<file path="src/sv/assert_macros.svh">
// ----------------------------------------------------------------------------
// assertion macros
// shared concurrent assertion forms for the rtl
// ----------------------------------------------------------------------------
`ifndef ASSERT_MACROS_SVH
`define ASSERT_MACROS_SVH

// same-cycle implication
`define ASSERT_IMP(label, clk, rst_n, ante, cons) \
    label: assert property (@(posedge clk) disable iff (!(rst_n)) (ante) |-> (cons)) \
        else $error("same-cycle implication check failed");

// next-cycle implication
`define ASSERT_NXT(label, clk, rst_n, ante, cons) \
    label: assert property (@(posedge clk) disable iff (!(rst_n)) (ante) |=> (cons)) \
        else $error("next-cycle implication check failed");

`endif

</file>
<file path="src/sv/wss_pkg.sv">
// ----------------------------------------------------------------------------
// wss_pkg
// shared constants for the windowed sample statistics block
// ----------------------------------------------------------------------------
`default_nettype none

package wss_pkg;

    localparam int SAMPLE_WIDTH_DEF       = 16;
    localparam int WINDOW_COUNT_WIDTH_DEF = 16;
    localparam int QUEUE_DEPTH_DEF        = 2;

    localparam int CFG_WIDTH = 16;
    localparam logic [CFG_WIDTH-1:0] WINDOW_LENGTH_RESET = 16'd16;

endpackage

`default_nettype wire

</file>
<file path="src/sv/windowed_sample_statistics.sv">
// ----------------------------------------------------------------------------
// windowed_sample_statistics: per-window mean, minimum, maximum and std dev
// throughput: one sample per cycle; stalls only when a window closes on a full queue
// back end: one window at a time; sum squared, times count, divides and square root in turn
// reset (sync, active low): clears position, queue, output valid; length back to 16
// ----------------------------------------------------------------------------
`default_nettype none
`include "assert_macros.svh"

module windowed_sample_statistics #(
    parameter int SAMPLE_WIDTH       = wss_pkg::SAMPLE_WIDTH_DEF,
    parameter int WINDOW_COUNT_WIDTH = wss_pkg::WINDOW_COUNT_WIDTH_DEF,
    parameter int QUEUE_DEPTH        = wss_pkg::QUEUE_DEPTH_DEF
) (
    input  logic                              aclk,
    input  logic                              aresetn,
    input  logic                              cfg_wr_en,
    input  logic [wss_pkg::CFG_WIDTH-1:0]     cfg_wr_data,
    input  logic                              s_valid,
    output logic                              s_ready,
    input  logic signed [SAMPLE_WIDTH-1:0]    s_sample,
    output logic                              m_valid,
    input  logic                              m_ready,
    output logic signed [SAMPLE_WIDTH-1:0]    m_mean,
    output logic signed [SAMPLE_WIDTH-1:0]    m_minimum,
    output logic signed [SAMPLE_WIDTH-1:0]    m_maximum,
    output logic [SAMPLE_WIDTH-1:0]           m_std_dev
);

    import wss_pkg::*;

    localparam int SW   = SAMPLE_WIDTH;
    localparam int CW   = WINDOW_COUNT_WIDTH;
    localparam int SUMW = SW + CW;
    localparam int SQW  = 2 * SW + CW - 2;
    localparam int FW   = SUMW + SQW + 2 * SW + CW;

    logic                   q_push, q_pop, q_full, q_empty;
    logic signed [SUMW-1:0] rec_sum, q_sum;
    logic [SQW-1:0]         rec_sumsq, q_sumsq;
    logic signed [SW-1:0]   rec_min, rec_max, q_min, q_max;
    logic [CW-1:0]          rec_count, q_count;
    logic [FW-1:0]          q_din, q_dout;

    wss_front #(
        .SAMPLE_WIDTH       (SAMPLE_WIDTH),
        .WINDOW_COUNT_WIDTH (WINDOW_COUNT_WIDTH)
    ) u_front (
        .aclk        (aclk),
        .aresetn     (aresetn),
        .cfg_wr_en   (cfg_wr_en),
        .cfg_wr_data (cfg_wr_data),
        .s_valid     (s_valid),
        .s_ready     (s_ready),
        .s_sample    (s_sample),
        .q_full      (q_full),
        .q_push      (q_push),
        .rec_sum     (rec_sum),
        .rec_sumsq   (rec_sumsq),
        .rec_min     (rec_min),
        .rec_max     (rec_max),
        .rec_count   (rec_count)
    );

    assign q_din = {rec_sum, rec_sumsq, rec_min, rec_max, rec_count};

    wss_fifo #(
        .WIDTH (FW),
        .DEPTH (QUEUE_DEPTH)
    ) u_fifo (
        .aclk    (aclk),
        .aresetn (aresetn),
        .push    (q_push),
        .din     (q_din),
        .pop     (q_pop),
        .dout    (q_dout),
        .full    (q_full),
        .empty   (q_empty)
    );

    assign q_count = q_dout[CW-1:0];
    assign q_max   = q_dout[CW +: SW];
    assign q_min   = q_dout[CW+SW +: SW];
    assign q_sumsq = q_dout[CW+2*SW +: SQW];
    assign q_sum   = q_dout[CW+2*SW+SQW +: SUMW];

    wss_back #(
        .SAMPLE_WIDTH       (SAMPLE_WIDTH),
        .WINDOW_COUNT_WIDTH (WINDOW_COUNT_WIDTH)
    ) u_back (
        .aclk      (aclk),
        .aresetn   (aresetn),
        .q_valid   (!q_empty),
        .q_pop     (q_pop),
        .q_sum     (q_sum),
        .q_sumsq   (q_sumsq),
        .q_min     (q_min),
        .q_max     (q_max),
        .q_count   (q_count),
        .m_valid   (m_valid),
        .m_ready   (m_ready),
        .m_mean    (m_mean),
        .m_minimum (m_minimum),
        .m_maximum (m_maximum),
        .m_std_dev (m_std_dev)
    );

    // closing a window never pushes into a full queue
    `ASSERT_IMP(a_push_has_room, aclk, aresetn, q_push, !q_full)
    // back end only takes a record that is there
    `ASSERT_IMP(a_pop_has_entry, aclk, aresetn, q_pop, !q_empty)
    // a pushed record is visible to the back end on the next cycle
    `ASSERT_NXT(a_push_lands, aclk, aresetn, q_push, !q_empty)

endmodule

`default_nettype wire

</file>
<file path="src/sv/wss_fifo.sv">
// ----------------------------------------------------------------------------
// wss_fifo
// short register queue of closed-window records between front and back end
// ----------------------------------------------------------------------------
`default_nettype none

module wss_fifo #(
    parameter int WIDTH = 8,
    parameter int DEPTH = wss_pkg::QUEUE_DEPTH_DEF
) (
    input  logic             aclk,
    input  logic             aresetn,
    input  logic             push,
    input  logic [WIDTH-1:0] din,
    input  logic             pop,
    output logic [WIDTH-1:0] dout,
    output logic             full,
    output logic             empty
);

    localparam int PW = $clog2(DEPTH);
    localparam int NW = $clog2(DEPTH + 1);

    logic [WIDTH-1:0] mem_reg [DEPTH];
    logic [PW-1:0]    wr_ptr_reg, wr_ptr_next;
    logic [PW-1:0]    rd_ptr_reg, rd_ptr_next;
    logic [NW-1:0]    cnt_reg, cnt_next;

    always_comb begin
        full        = (cnt_reg == NW'(DEPTH));
        empty       = (cnt_reg == '0);
        dout        = mem_reg[rd_ptr_reg];
        wr_ptr_next = push ? ((wr_ptr_reg == PW'(DEPTH - 1)) ? '0 : wr_ptr_reg + PW'(1))
                           : wr_ptr_reg;
        rd_ptr_next = pop ? ((rd_ptr_reg == PW'(DEPTH - 1)) ? '0 : rd_ptr_reg + PW'(1))
                          : rd_ptr_reg;
        unique case ({push, pop})
            2'b10:   cnt_next = cnt_reg + NW'(1);
            2'b01:   cnt_next = cnt_reg - NW'(1);
            default: cnt_next = cnt_reg;
        endcase
    end

    always_ff @(posedge aclk) begin
        if (!aresetn) begin
            wr_ptr_reg <= '0;
            rd_ptr_reg <= '0;
            cnt_reg    <= '0;
        end else begin
            wr_ptr_reg <= wr_ptr_next;
            rd_ptr_reg <= rd_ptr_next;
            cnt_reg    <= cnt_next;
        end
    end

    always_ff @(posedge aclk) begin
        if (push) begin
            mem_reg[wr_ptr_reg] <= din;
        end
    end

endmodule

`default_nettype wire

</file>
<file path="src/sv/wss_front.sv">
// ----------------------------------------------------------------------------
// wss_front
// window length register, per-sample accumulation and window close detection
// ----------------------------------------------------------------------------
`default_nettype none

module wss_front #(
    parameter int SAMPLE_WIDTH       = wss_pkg::SAMPLE_WIDTH_DEF,
    parameter int WINDOW_COUNT_WIDTH = wss_pkg::WINDOW_COUNT_WIDTH_DEF
) (
    input  logic                                              aclk,
    input  logic                                              aresetn,
    input  logic                                              cfg_wr_en,
    input  logic [wss_pkg::CFG_WIDTH-1:0]                     cfg_wr_data,
    input  logic                                              s_valid,
    output logic                                              s_ready,
    input  logic signed [SAMPLE_WIDTH-1:0]                    s_sample,
    input  logic                                              q_full,
    output logic                                              q_push,
    output logic signed [SAMPLE_WIDTH+WINDOW_COUNT_WIDTH-1:0] rec_sum,
    output logic [2*SAMPLE_WIDTH+WINDOW_COUNT_WIDTH-3:0]      rec_sumsq,
    output logic signed [SAMPLE_WIDTH-1:0]                    rec_min,
    output logic signed [SAMPLE_WIDTH-1:0]                    rec_max,
    output logic [WINDOW_COUNT_WIDTH-1:0]                     rec_count
);

    import wss_pkg::*;

    localparam int SW   = SAMPLE_WIDTH;
    localparam int CW   = WINDOW_COUNT_WIDTH;
    localparam int SUMW = SW + CW;
    localparam int SQW  = 2 * SW + CW - 2;
    localparam int LW   = (CW > CFG_WIDTH) ? CW : CFG_WIDTH;

    // zero length means one, lengths beyond the counter saturate
    function automatic logic [CW-1:0] clamp_len(input logic [CFG_WIDTH-1:0] raw);
        logic [LW-1:0] raw_ext;
        logic [LW-1:0] max_ext;
        raw_ext = LW'(raw);
        max_ext = LW'({CW{1'b1}});
        if (raw_ext == '0) begin
            clamp_len = CW'(1);
        end else if (raw_ext > max_ext) begin
            clamp_len = {CW{1'b1}};
        end else begin
            clamp_len = CW'(raw_ext);
        end
    endfunction

    logic [CW-1:0]          len_reg, len_next;
    logic [CW-1:0]          pos_reg, pos_next, pos_inc;
    logic signed [SUMW-1:0] sum_reg, sum_next, sum_base;
    logic [SQW-1:0]         sq_reg, sq_next, sq_base, sq_term;
    logic signed [SW-1:0]   min_reg, min_next, max_reg, max_next;
    logic signed [2*SW-1:0] prod;
    logic                   first, close, accept;

    always_comb begin
        first    = (pos_reg == '0);
        pos_inc  = pos_reg + CW'(1);
        close    = (pos_inc >= len_reg);
        s_ready  = !q_full || !close;
        accept   = s_valid && s_ready;
        q_push   = accept && close;

        prod     = s_sample * s_sample;
        sq_term  = {{(CW-1){1'b0}}, prod[2*SW-2:0]};
        sum_base = first ? '0 : sum_reg;
        sq_base  = first ? '0 : sq_reg;
        sum_next = sum_base + {{CW{s_sample[SW-1]}}, s_sample};
        sq_next  = sq_base + sq_term;
        min_next = (first || (s_sample < min_reg)) ? s_sample : min_reg;
        max_next = (first || (s_sample > max_reg)) ? s_sample : max_reg;

        pos_next = accept ? (close ? '0 : pos_inc) : pos_reg;
        len_next = cfg_wr_en ? clamp_len(cfg_wr_data) : len_reg;

        rec_sum   = sum_next;
        rec_sumsq = sq_next;
        rec_min   = min_next;
        rec_max   = max_next;
        rec_count = pos_inc;
    end

    always_ff @(posedge aclk) begin
        if (!aresetn) begin
            len_reg <= clamp_len(WINDOW_LENGTH_RESET);
            pos_reg <= '0;
        end else begin
            len_reg <= len_next;
            pos_reg <= pos_next;
        end
    end

    always_ff @(posedge aclk) begin
        if (accept) begin
            sum_reg <= sum_next;
            sq_reg  <= sq_next;
            min_reg <= min_next;
            max_reg <= max_next;
        end
    end

endmodule

`default_nettype wire

</file>
<file path="src/sv/wss_back.sv">
// ----------------------------------------------------------------------------
// wss_back
// per-window sequencer: shift-add multiplies, restoring divides, square root
// ----------------------------------------------------------------------------
`default_nettype none

module wss_back #(
    parameter int SAMPLE_WIDTH       = wss_pkg::SAMPLE_WIDTH_DEF,
    parameter int WINDOW_COUNT_WIDTH = wss_pkg::WINDOW_COUNT_WIDTH_DEF
) (
    input  logic                                              aclk,
    input  logic                                              aresetn,
    input  logic                                              q_valid,
    output logic                                              q_pop,
    input  logic signed [SAMPLE_WIDTH+WINDOW_COUNT_WIDTH-1:0] q_sum,
    input  logic [2*SAMPLE_WIDTH+WINDOW_COUNT_WIDTH-3:0]      q_sumsq,
    input  logic signed [SAMPLE_WIDTH-1:0]                    q_min,
    input  logic signed [SAMPLE_WIDTH-1:0]                    q_max,
    input  logic [WINDOW_COUNT_WIDTH-1:0]                     q_count,
    output logic                                              m_valid,
    input  logic                                              m_ready,
    output logic signed [SAMPLE_WIDTH-1:0]                    m_mean,
    output logic signed [SAMPLE_WIDTH-1:0]                    m_minimum,
    output logic signed [SAMPLE_WIDTH-1:0]                    m_maximum,
    output logic [SAMPLE_WIDTH-1:0]                           m_std_dev
);

    localparam int SW   = SAMPLE_WIDTH;
    localparam int CW   = WINDOW_COUNT_WIDTH;
    localparam int SUMW = SW + CW;
    localparam int MAGW = SUMW - 1;
    localparam int SQW  = 2 * SW + CW - 2;
    localparam int NUMW = 2 * SW + 2 * CW - 2;
    localparam int CNTW = $clog2(NUMW + 1);

    typedef enum logic [3:0] {
        ST_IDLE,
        ST_SQ,
        ST_MULN,
        ST_SUB,
        ST_DIV1,
        ST_DIV2,
        ST_DIVM,
        ST_SQRT,
        ST_DONE
    } state_t;

    state_t             state_reg, state_next;
    logic [CNTW-1:0]    cnt_reg, cnt_next, cnt_dec;
    logic [CW-1:0]      n_reg, n_next;
    logic               neg_reg, neg_next;
    logic [MAGW-1:0]    mag_reg, mag_next;
    logic [SQW-1:0]     sq_reg, sq_next;
    logic [SW-1:0]      min_reg, min_next, max_reg, max_next;
    logic [MAGW-1:0]    mul_sh_reg, mul_sh_next;
    logic [NUMW-1:0]    acc_reg, acc_next, p_reg, p_next, dvd_reg, dvd_next;
    logic [CW-1:0]      rem_reg, rem_next, rem_step;
    logic [SW-1:0]      root_reg, root_next, root_step;
    logic [SW:0]        srem_reg, srem_next, srem_step;
    logic [SW-1:0]      mean_reg, mean_next;
    logic               out_valid_reg, out_valid_next;
    logic [SW-1:0]      out_mean_reg, out_mean_next, out_min_reg, out_min_next;
    logic [SW-1:0]      out_max_reg, out_max_next, out_sd_reg, out_sd_next;

    logic               last, div_ge, sq_ge, out_free;
    logic [SUMW-1:0]    sum_abs;
    logic [NUMW-1:0]    p_horner, acc_horner, num, dvd_step;
    logic [CW:0]        rem_sh, rem_sub;
    logic [MAGW-1:0]    quot_m, quot_neg;
    logic [SW+2:0]      srem_sh, trial, srem_sub;

    always_comb begin
        last     = (cnt_reg == CNTW'(1));
        cnt_dec  = cnt_reg - CNTW'(1);
        sum_abs  = q_sum[SUMW-1] ? -q_sum : q_sum;
        out_free = !out_valid_reg || m_ready;

        p_horner   = {p_reg[NUMW-2:0], 1'b0}
                   + (mul_sh_reg[MAGW-1] ? {{(NUMW-MAGW){1'b0}}, mag_reg} : '0);
        acc_horner = {acc_reg[NUMW-2:0], 1'b0}
                   + (mul_sh_reg[MAGW-1] ? {{(NUMW-SQW){1'b0}}, sq_reg} : '0);
        num        = acc_reg - p_reg;

        rem_sh   = {rem_reg, dvd_reg[NUMW-1]};
        div_ge   = (rem_sh >= {1'b0, n_reg});
        rem_sub  = rem_sh - {1'b0, n_reg};
        rem_step = div_ge ? rem_sub[CW-1:0] : rem_sh[CW-1:0];
        dvd_step = {dvd_reg[NUMW-2:0], div_ge};
        quot_m   = dvd_step[MAGW-1:0];
        quot_neg = -quot_m;

        srem_sh   = {srem_reg, p_reg[2*SW-1 -: 2]};
        trial     = {1'b0, root_reg, 2'b01};
        sq_ge     = (srem_sh >= trial);
        srem_sub  = srem_sh - trial;
        srem_step = sq_ge ? srem_sub[SW:0] : srem_sh[SW:0];
        root_step = {root_reg[SW-2:0], sq_ge};
    end

    always_comb begin
        state_next     = state_reg;
        cnt_next       = cnt_reg;
        n_next         = n_reg;
        neg_next       = neg_reg;
        mag_next       = mag_reg;
        sq_next        = sq_reg;
        min_next       = min_reg;
        max_next       = max_reg;
        mul_sh_next    = mul_sh_reg;
        acc_next       = acc_reg;
        p_next         = p_reg;
        dvd_next       = dvd_reg;
        rem_next       = rem_reg;
        root_next      = root_reg;
        srem_next      = srem_reg;
        mean_next      = mean_reg;
        out_valid_next = out_valid_reg && !m_ready;
        out_mean_next  = out_mean_reg;
        out_min_next   = out_min_reg;
        out_max_next   = out_max_reg;
        out_sd_next    = out_sd_reg;
        q_pop          = 1'b0;

        unique case (state_reg)
            ST_IDLE: begin
                if (q_valid) begin
                    q_pop       = 1'b1;
                    n_next      = q_count;
                    neg_next    = q_sum[SUMW-1];
                    mag_next    = sum_abs[MAGW-1:0];
                    mul_sh_next = sum_abs[MAGW-1:0];
                    sq_next     = q_sumsq;
                    min_next    = q_min;
                    max_next    = q_max;
                    p_next      = '0;
                    cnt_next    = CNTW'(MAGW);
                    state_next  = ST_SQ;
                end
            end
            // sum squared
            ST_SQ: begin
                p_next      = p_horner;
                mul_sh_next = {mul_sh_reg[MAGW-2:0], 1'b0};
                cnt_next    = cnt_dec;
                if (last) begin
                    mul_sh_next = {n_reg, {(MAGW-CW){1'b0}}};
                    acc_next    = '0;
                    cnt_next    = CNTW'(CW);
                    state_next  = ST_MULN;
                end
            end
            // count times sum of squares
            ST_MULN: begin
                acc_next    = acc_horner;
                mul_sh_next = {mul_sh_reg[MAGW-2:0], 1'b0};
                cnt_next    = cnt_dec;
                if (last) begin
                    state_next = ST_SUB;
                end
            end
            ST_SUB: begin
                dvd_next   = num;
                rem_next   = '0;
                cnt_next   = CNTW'(NUMW);
                state_next = ST_DIV1;
            end
            ST_DIV1: begin
                dvd_next = dvd_step;
                rem_next = rem_step;
                cnt_next = cnt_dec;
                if (last) begin
                    dvd_next   = {dvd_step[SQW-1:0], {(NUMW-SQW){1'b0}}};
                    rem_next   = '0;
                    cnt_next   = CNTW'(SQW);
                    state_next = ST_DIV2;
                end
            end
            ST_DIV2: begin
                dvd_next = dvd_step;
                rem_next = rem_step;
                cnt_next = cnt_dec;
                if (last) begin
                    p_next     = {{(NUMW-2*SW){1'b0}}, dvd_step[2*SW-1:0]};
                    dvd_next   = {mag_reg, {(NUMW-MAGW){1'b0}}};
                    rem_next   = '0;
                    cnt_next   = CNTW'(MAGW);
                    state_next = ST_DIVM;
                end
            end
            ST_DIVM: begin
                dvd_next = dvd_step;
                rem_next = rem_step;
                cnt_next = cnt_dec;
                if (last) begin
                    mean_next  = neg_reg ? quot_neg[SW-1:0] : quot_m[SW-1:0];
                    root_next  = '0;
                    srem_next  = '0;
                    cnt_next   = CNTW'(SW);
                    state_next = ST_SQRT;
                end
            end
            ST_SQRT: begin
                root_next = root_step;
                srem_next = srem_step;
                p_next    = {p_reg[NUMW-3:0], 2'b00};
                cnt_next  = cnt_dec;
                if (last) begin
                    state_next = ST_DONE;
                end
            end
            ST_DONE: begin
                if (out_free) begin
                    out_valid_next = 1'b1;
                    out_mean_next  = mean_reg;
                    out_min_next   = min_reg;
                    out_max_next   = max_reg;
                    out_sd_next    = root_reg;
                    state_next     = ST_IDLE;
                end
            end
            default: begin
                state_next = ST_IDLE;
            end
        endcase
    end

    always_ff @(posedge aclk) begin
        if (!aresetn) begin
            state_reg     <= ST_IDLE;
            out_valid_reg <= 1'b0;
        end else begin
            state_reg     <= state_next;
            out_valid_reg <= out_valid_next;
        end
        cnt_reg      <= cnt_next;
        n_reg        <= n_next;
        neg_reg      <= neg_next;
        mag_reg      <= mag_next;
        sq_reg       <= sq_next;
        min_reg      <= min_next;
        max_reg      <= max_next;
        mul_sh_reg   <= mul_sh_next;
        acc_reg      <= acc_next;
        p_reg        <= p_next;
        dvd_reg      <= dvd_next;
        rem_reg      <= rem_next;
        root_reg     <= root_next;
        srem_reg     <= srem_next;
        mean_reg     <= mean_next;
        out_mean_reg <= out_mean_next;
        out_min_reg  <= out_min_next;
        out_max_reg  <= out_max_next;
        out_sd_reg   <= out_sd_next;
    end

    always_comb begin
        m_valid   = out_valid_reg;
        m_mean    = out_mean_reg;
        m_minimum = out_min_reg;
        m_maximum = out_max_reg;
        m_std_dev = out_sd_reg;
    end

endmodule

`default_nettype wire

</file>
<file path="config.mk">
export PLATFORM = sky130hd
export DESIGN_NAME = windowed_sample_statistics
export DESIGN_NICKNAME = d
export VERILOG_FILES = /design/src/sv/wss_pkg.sv /design/src/sv/windowed_sample_statistics.sv /design/src/sv/wss_fifo.sv /design/src/sv/wss_front.sv /design/src/sv/wss_back.sv
export VERILOG_INCLUDE_DIRS = /design/src /design/src/sv
export SDC_FILE = /design/constraint.sdc
export NUM_CORES = 2
export LEC_CHECK = 0
export ABC_AREA = 1
export BUFFER_PORTS_ARGS = -buffer_cell sky130_fd_sc_hd__buf_2
export CAP_MARGIN = 10
export CELL_PAD_IN_SITES_DETAIL_PLACEMENT = 2
export CELL_PAD_IN_SITES_GLOBAL_PLACEMENT = 2
export CORE_UTILIZATION = 30
export CTS_CLUSTER_DIAMETER = 100
export DETAILED_ROUTE_END_ITERATION = 10
export HOLD_SLACK_MARGIN = 0.05
export PLACE_DENSITY = 0.69
export SLEW_MARGIN = 40
export SYNTH_ARGS = -nofsm -noshare
export SYNTH_HDL_FRONTEND = slang
export SYNTH_SLANG_ARGS = --single-unit
export TNS_END_PERCENT = 5
</file>
<file path="constraint.sdc">
create_clock -name aclk -period 14.8 [get_ports aclk]
set_input_delay 1.48 -clock aclk [delete_from_list [all_inputs] [get_ports aclk]]
set_output_delay 1.48 -clock aclk [all_outputs]
set_load 0.1 [all_outputs]
</file>
==> impl_results.md <==
* Clock Tree Buf Depth at 3
* CP max stage delay at 550 ps
* Number of synthesis warnings at 0
* Port bufs at 102
* Worst min path class: reg -> reg
* Worst slew pin tran at 880 ps
* Slew HR at 0.413
* Worst Skew at 48.6 ps
* Synth top area share at 0.392
* GRT Util Overall at 0.235
* Die Height at 465 um
* Post-CTS Setup Bufs at 0
* Outcome: finished, final reports clean
* Worst-Skew Late Latency at 770 ps
* Share of layout cells above drive strength 1 at 0.0528
* Fin crit period at 8920 ps
* DRT iter0 DRCs at 3237
* Dpl hpwl at 207000 um
* DRT Wirelength at 257000 um
* Ranking of synthesized cells by area: edfxtp_1, nand2_1, inv_1
* Largest register FFs at 252
* Synthesized area per cell at 7.98 sq um
* # DRC at 0
* Gpl congestion at 0.922
* Antenna-violating nets left at 0
* Final Hold Fails at 0
* CTS H-Tree Depth at 3
* CTS buffer count at 110
* Remaining global-route overflow at 0
* Most common cell in the netlist: nand2_1
* Router iterations before antenna repair at 6
* Setup CP Type: in -> reg
* Slew Viols, Final at 0
* Crit path DAT at 9440 ps
* Post-route cell area at 71900 sq um
* CP max stage cell: fa_1
* Netlist cell types at 65
* Row cnt at 169
* Routed via count at 55987
* Finish-stage setup viols at 0
* Synthesized cell area at 64400 sq um
* Worst Path Required at 15320 ps
* Root buffer cell: clkbuf_16
* Die area at 217000 sq um
* Crit path buf inv count at 8
* Largest delay share family, worst path: adder cells
* CP max FO at 17
* Area leader, netlist: edfxtp_1
* Min setup slack post-route at 5880 ps
* Hold Buf Count CTS at 0
* EDFF count, synth at 840
* Core box area at 213000 sq um
* CTS Sinks at 882
* Maximum number of pins on one net before global-route repair at 113
* Area growth from synthesis to layout at 11.7%
* Fin crit share at 0.603
* Placed cell area at 68100 sq um
* Max-Cap Viols at 0
* WL/cell at 23.2 um
* Number of synthesized register bits at 882
* Register clock-pin slew on the reported worst setup and hold paths at 60 ps
* First-pass GRT wire length at 389000 um
* Mapped Cells at 8071
* CTS tree: yes
* Routed vias/inst at 5.05
* Sum Neg Setup Slack at 0 ps
* Fin nets at 8800
* Syn_nets at 8710
* Synth top cells by count: nand2_1, inv_1, edfxtp_1
* I/O pin count at 103
* Crit start category: input pin
* Achievable Freq at 112 MHz
* Vias in the first global route at 61721
* CP Capture Type: register
* Initial antenna violation count at 5
* Post-CTS Resized at 0
* Die width at 465 um
* Async S/R FF share, synth at 0
* Initial core utilization at 0.303
* Post-synthesis sequential area ratio at 0.405
* Synth Flop Type: edfxtp_1
* Place WS at 5020 ps
* Unrepaired setup endpoints after global routing: false
worst register-to-register path, delay by kind of cell, from the launching register on:
family | cells | cell delay, ps
buffers and inverters | 2 | 1360
AO/OA/AOI/OAI | 1 | 300
AND/OR/NAND/NOR | 12 | 2280
flip-flops | 1 | 490
adder cells (fa/ha/maj) | 2 | 480
XOR/XNOR | 1 | 490
path summary, 6_finish.rpt:
| path | endpoint | depth (start not counted) | startpoint | slack, ps |
|---|---|---|---|---|
| setup / recovery | u_fifo.mem_reg[1][75] | 30 | s_sample[15] | 5880 |
| hold / removal | u_back.m_minimum[14] | 0 | u_back.min_reg[14] | 420 |
| setup reg to reg | u_fifo.mem_reg[0][88] | 18 | u_front.pos_reg[0] | 8910 |
| hold reg to reg | u_back.m_minimum[14] | 0 | u_back.min_reg[14] | 420 |
routing by layer:
layer | global-route usage | wire length [um] | vias up
li1 | - | - | 26371
met1 | 0.305 | 115000 | 28525
met2 | 0.416 | 127000 | 845
met3 | 0.0232 | 8330 | 244
met4 | 0.0608 | 6700 | 2
met5 | 0 | 19 | -
cells by family (layout without fill, tap and decap cells):
family	count (synthesis)	after routing	share of synthesized area
simple gates	3779	3779	0.240
buf+inv	1545	1731	0.0922
compound gates	1083	1083	0.0946
flops	882	882	0.405
fa+ha+maj	602	602	0.144
xor+xnor	180	180	0.0248
other cells	0	2	0
layout make-up:
| type | instances | area (sq um) |
|---|---|---|
| diodes | 2 | 5.00 |
| clock buffers | 133 | 2880 |
| clock inverters | 75 | 870 |
| fillers | 24549 | 141000 |
| inverters | 1380 | 5190 |
| multi-input cells | 5644 | 32500 |
| flip-flops and latches | 882 | 26100 |
| well taps | 2821 | 3530 |
| repair buffers | 143 | 901 |
per-stage QoR:
step	hold slack, ps	cells	utilization
6_report	423	11080	0.338
5_1_grt	429	11079	0.338
4_1_cts	422	11077	0.338
3_5_place_dp	407	10869	0.320
3_3_place_gp	402	10865	0.320
2_1_floorplan	400	8071	-
placed cells by master (no fill, tap or decap), types with 102 or more instances in the layout:
cell,count
inv_1,1349
nor2_1,778
xor2_1,133
ha_1,369
edfxtp_1,840
a21oi_1,500
clkbuf_16,112
nand2_1,2303
fa_1,232
buf_2,102
o21ai_0,321
nand3_1,394
Power is not shown: default switching activity piles up to over one toggle a cycle in this logic, so the estimate is an artifact.
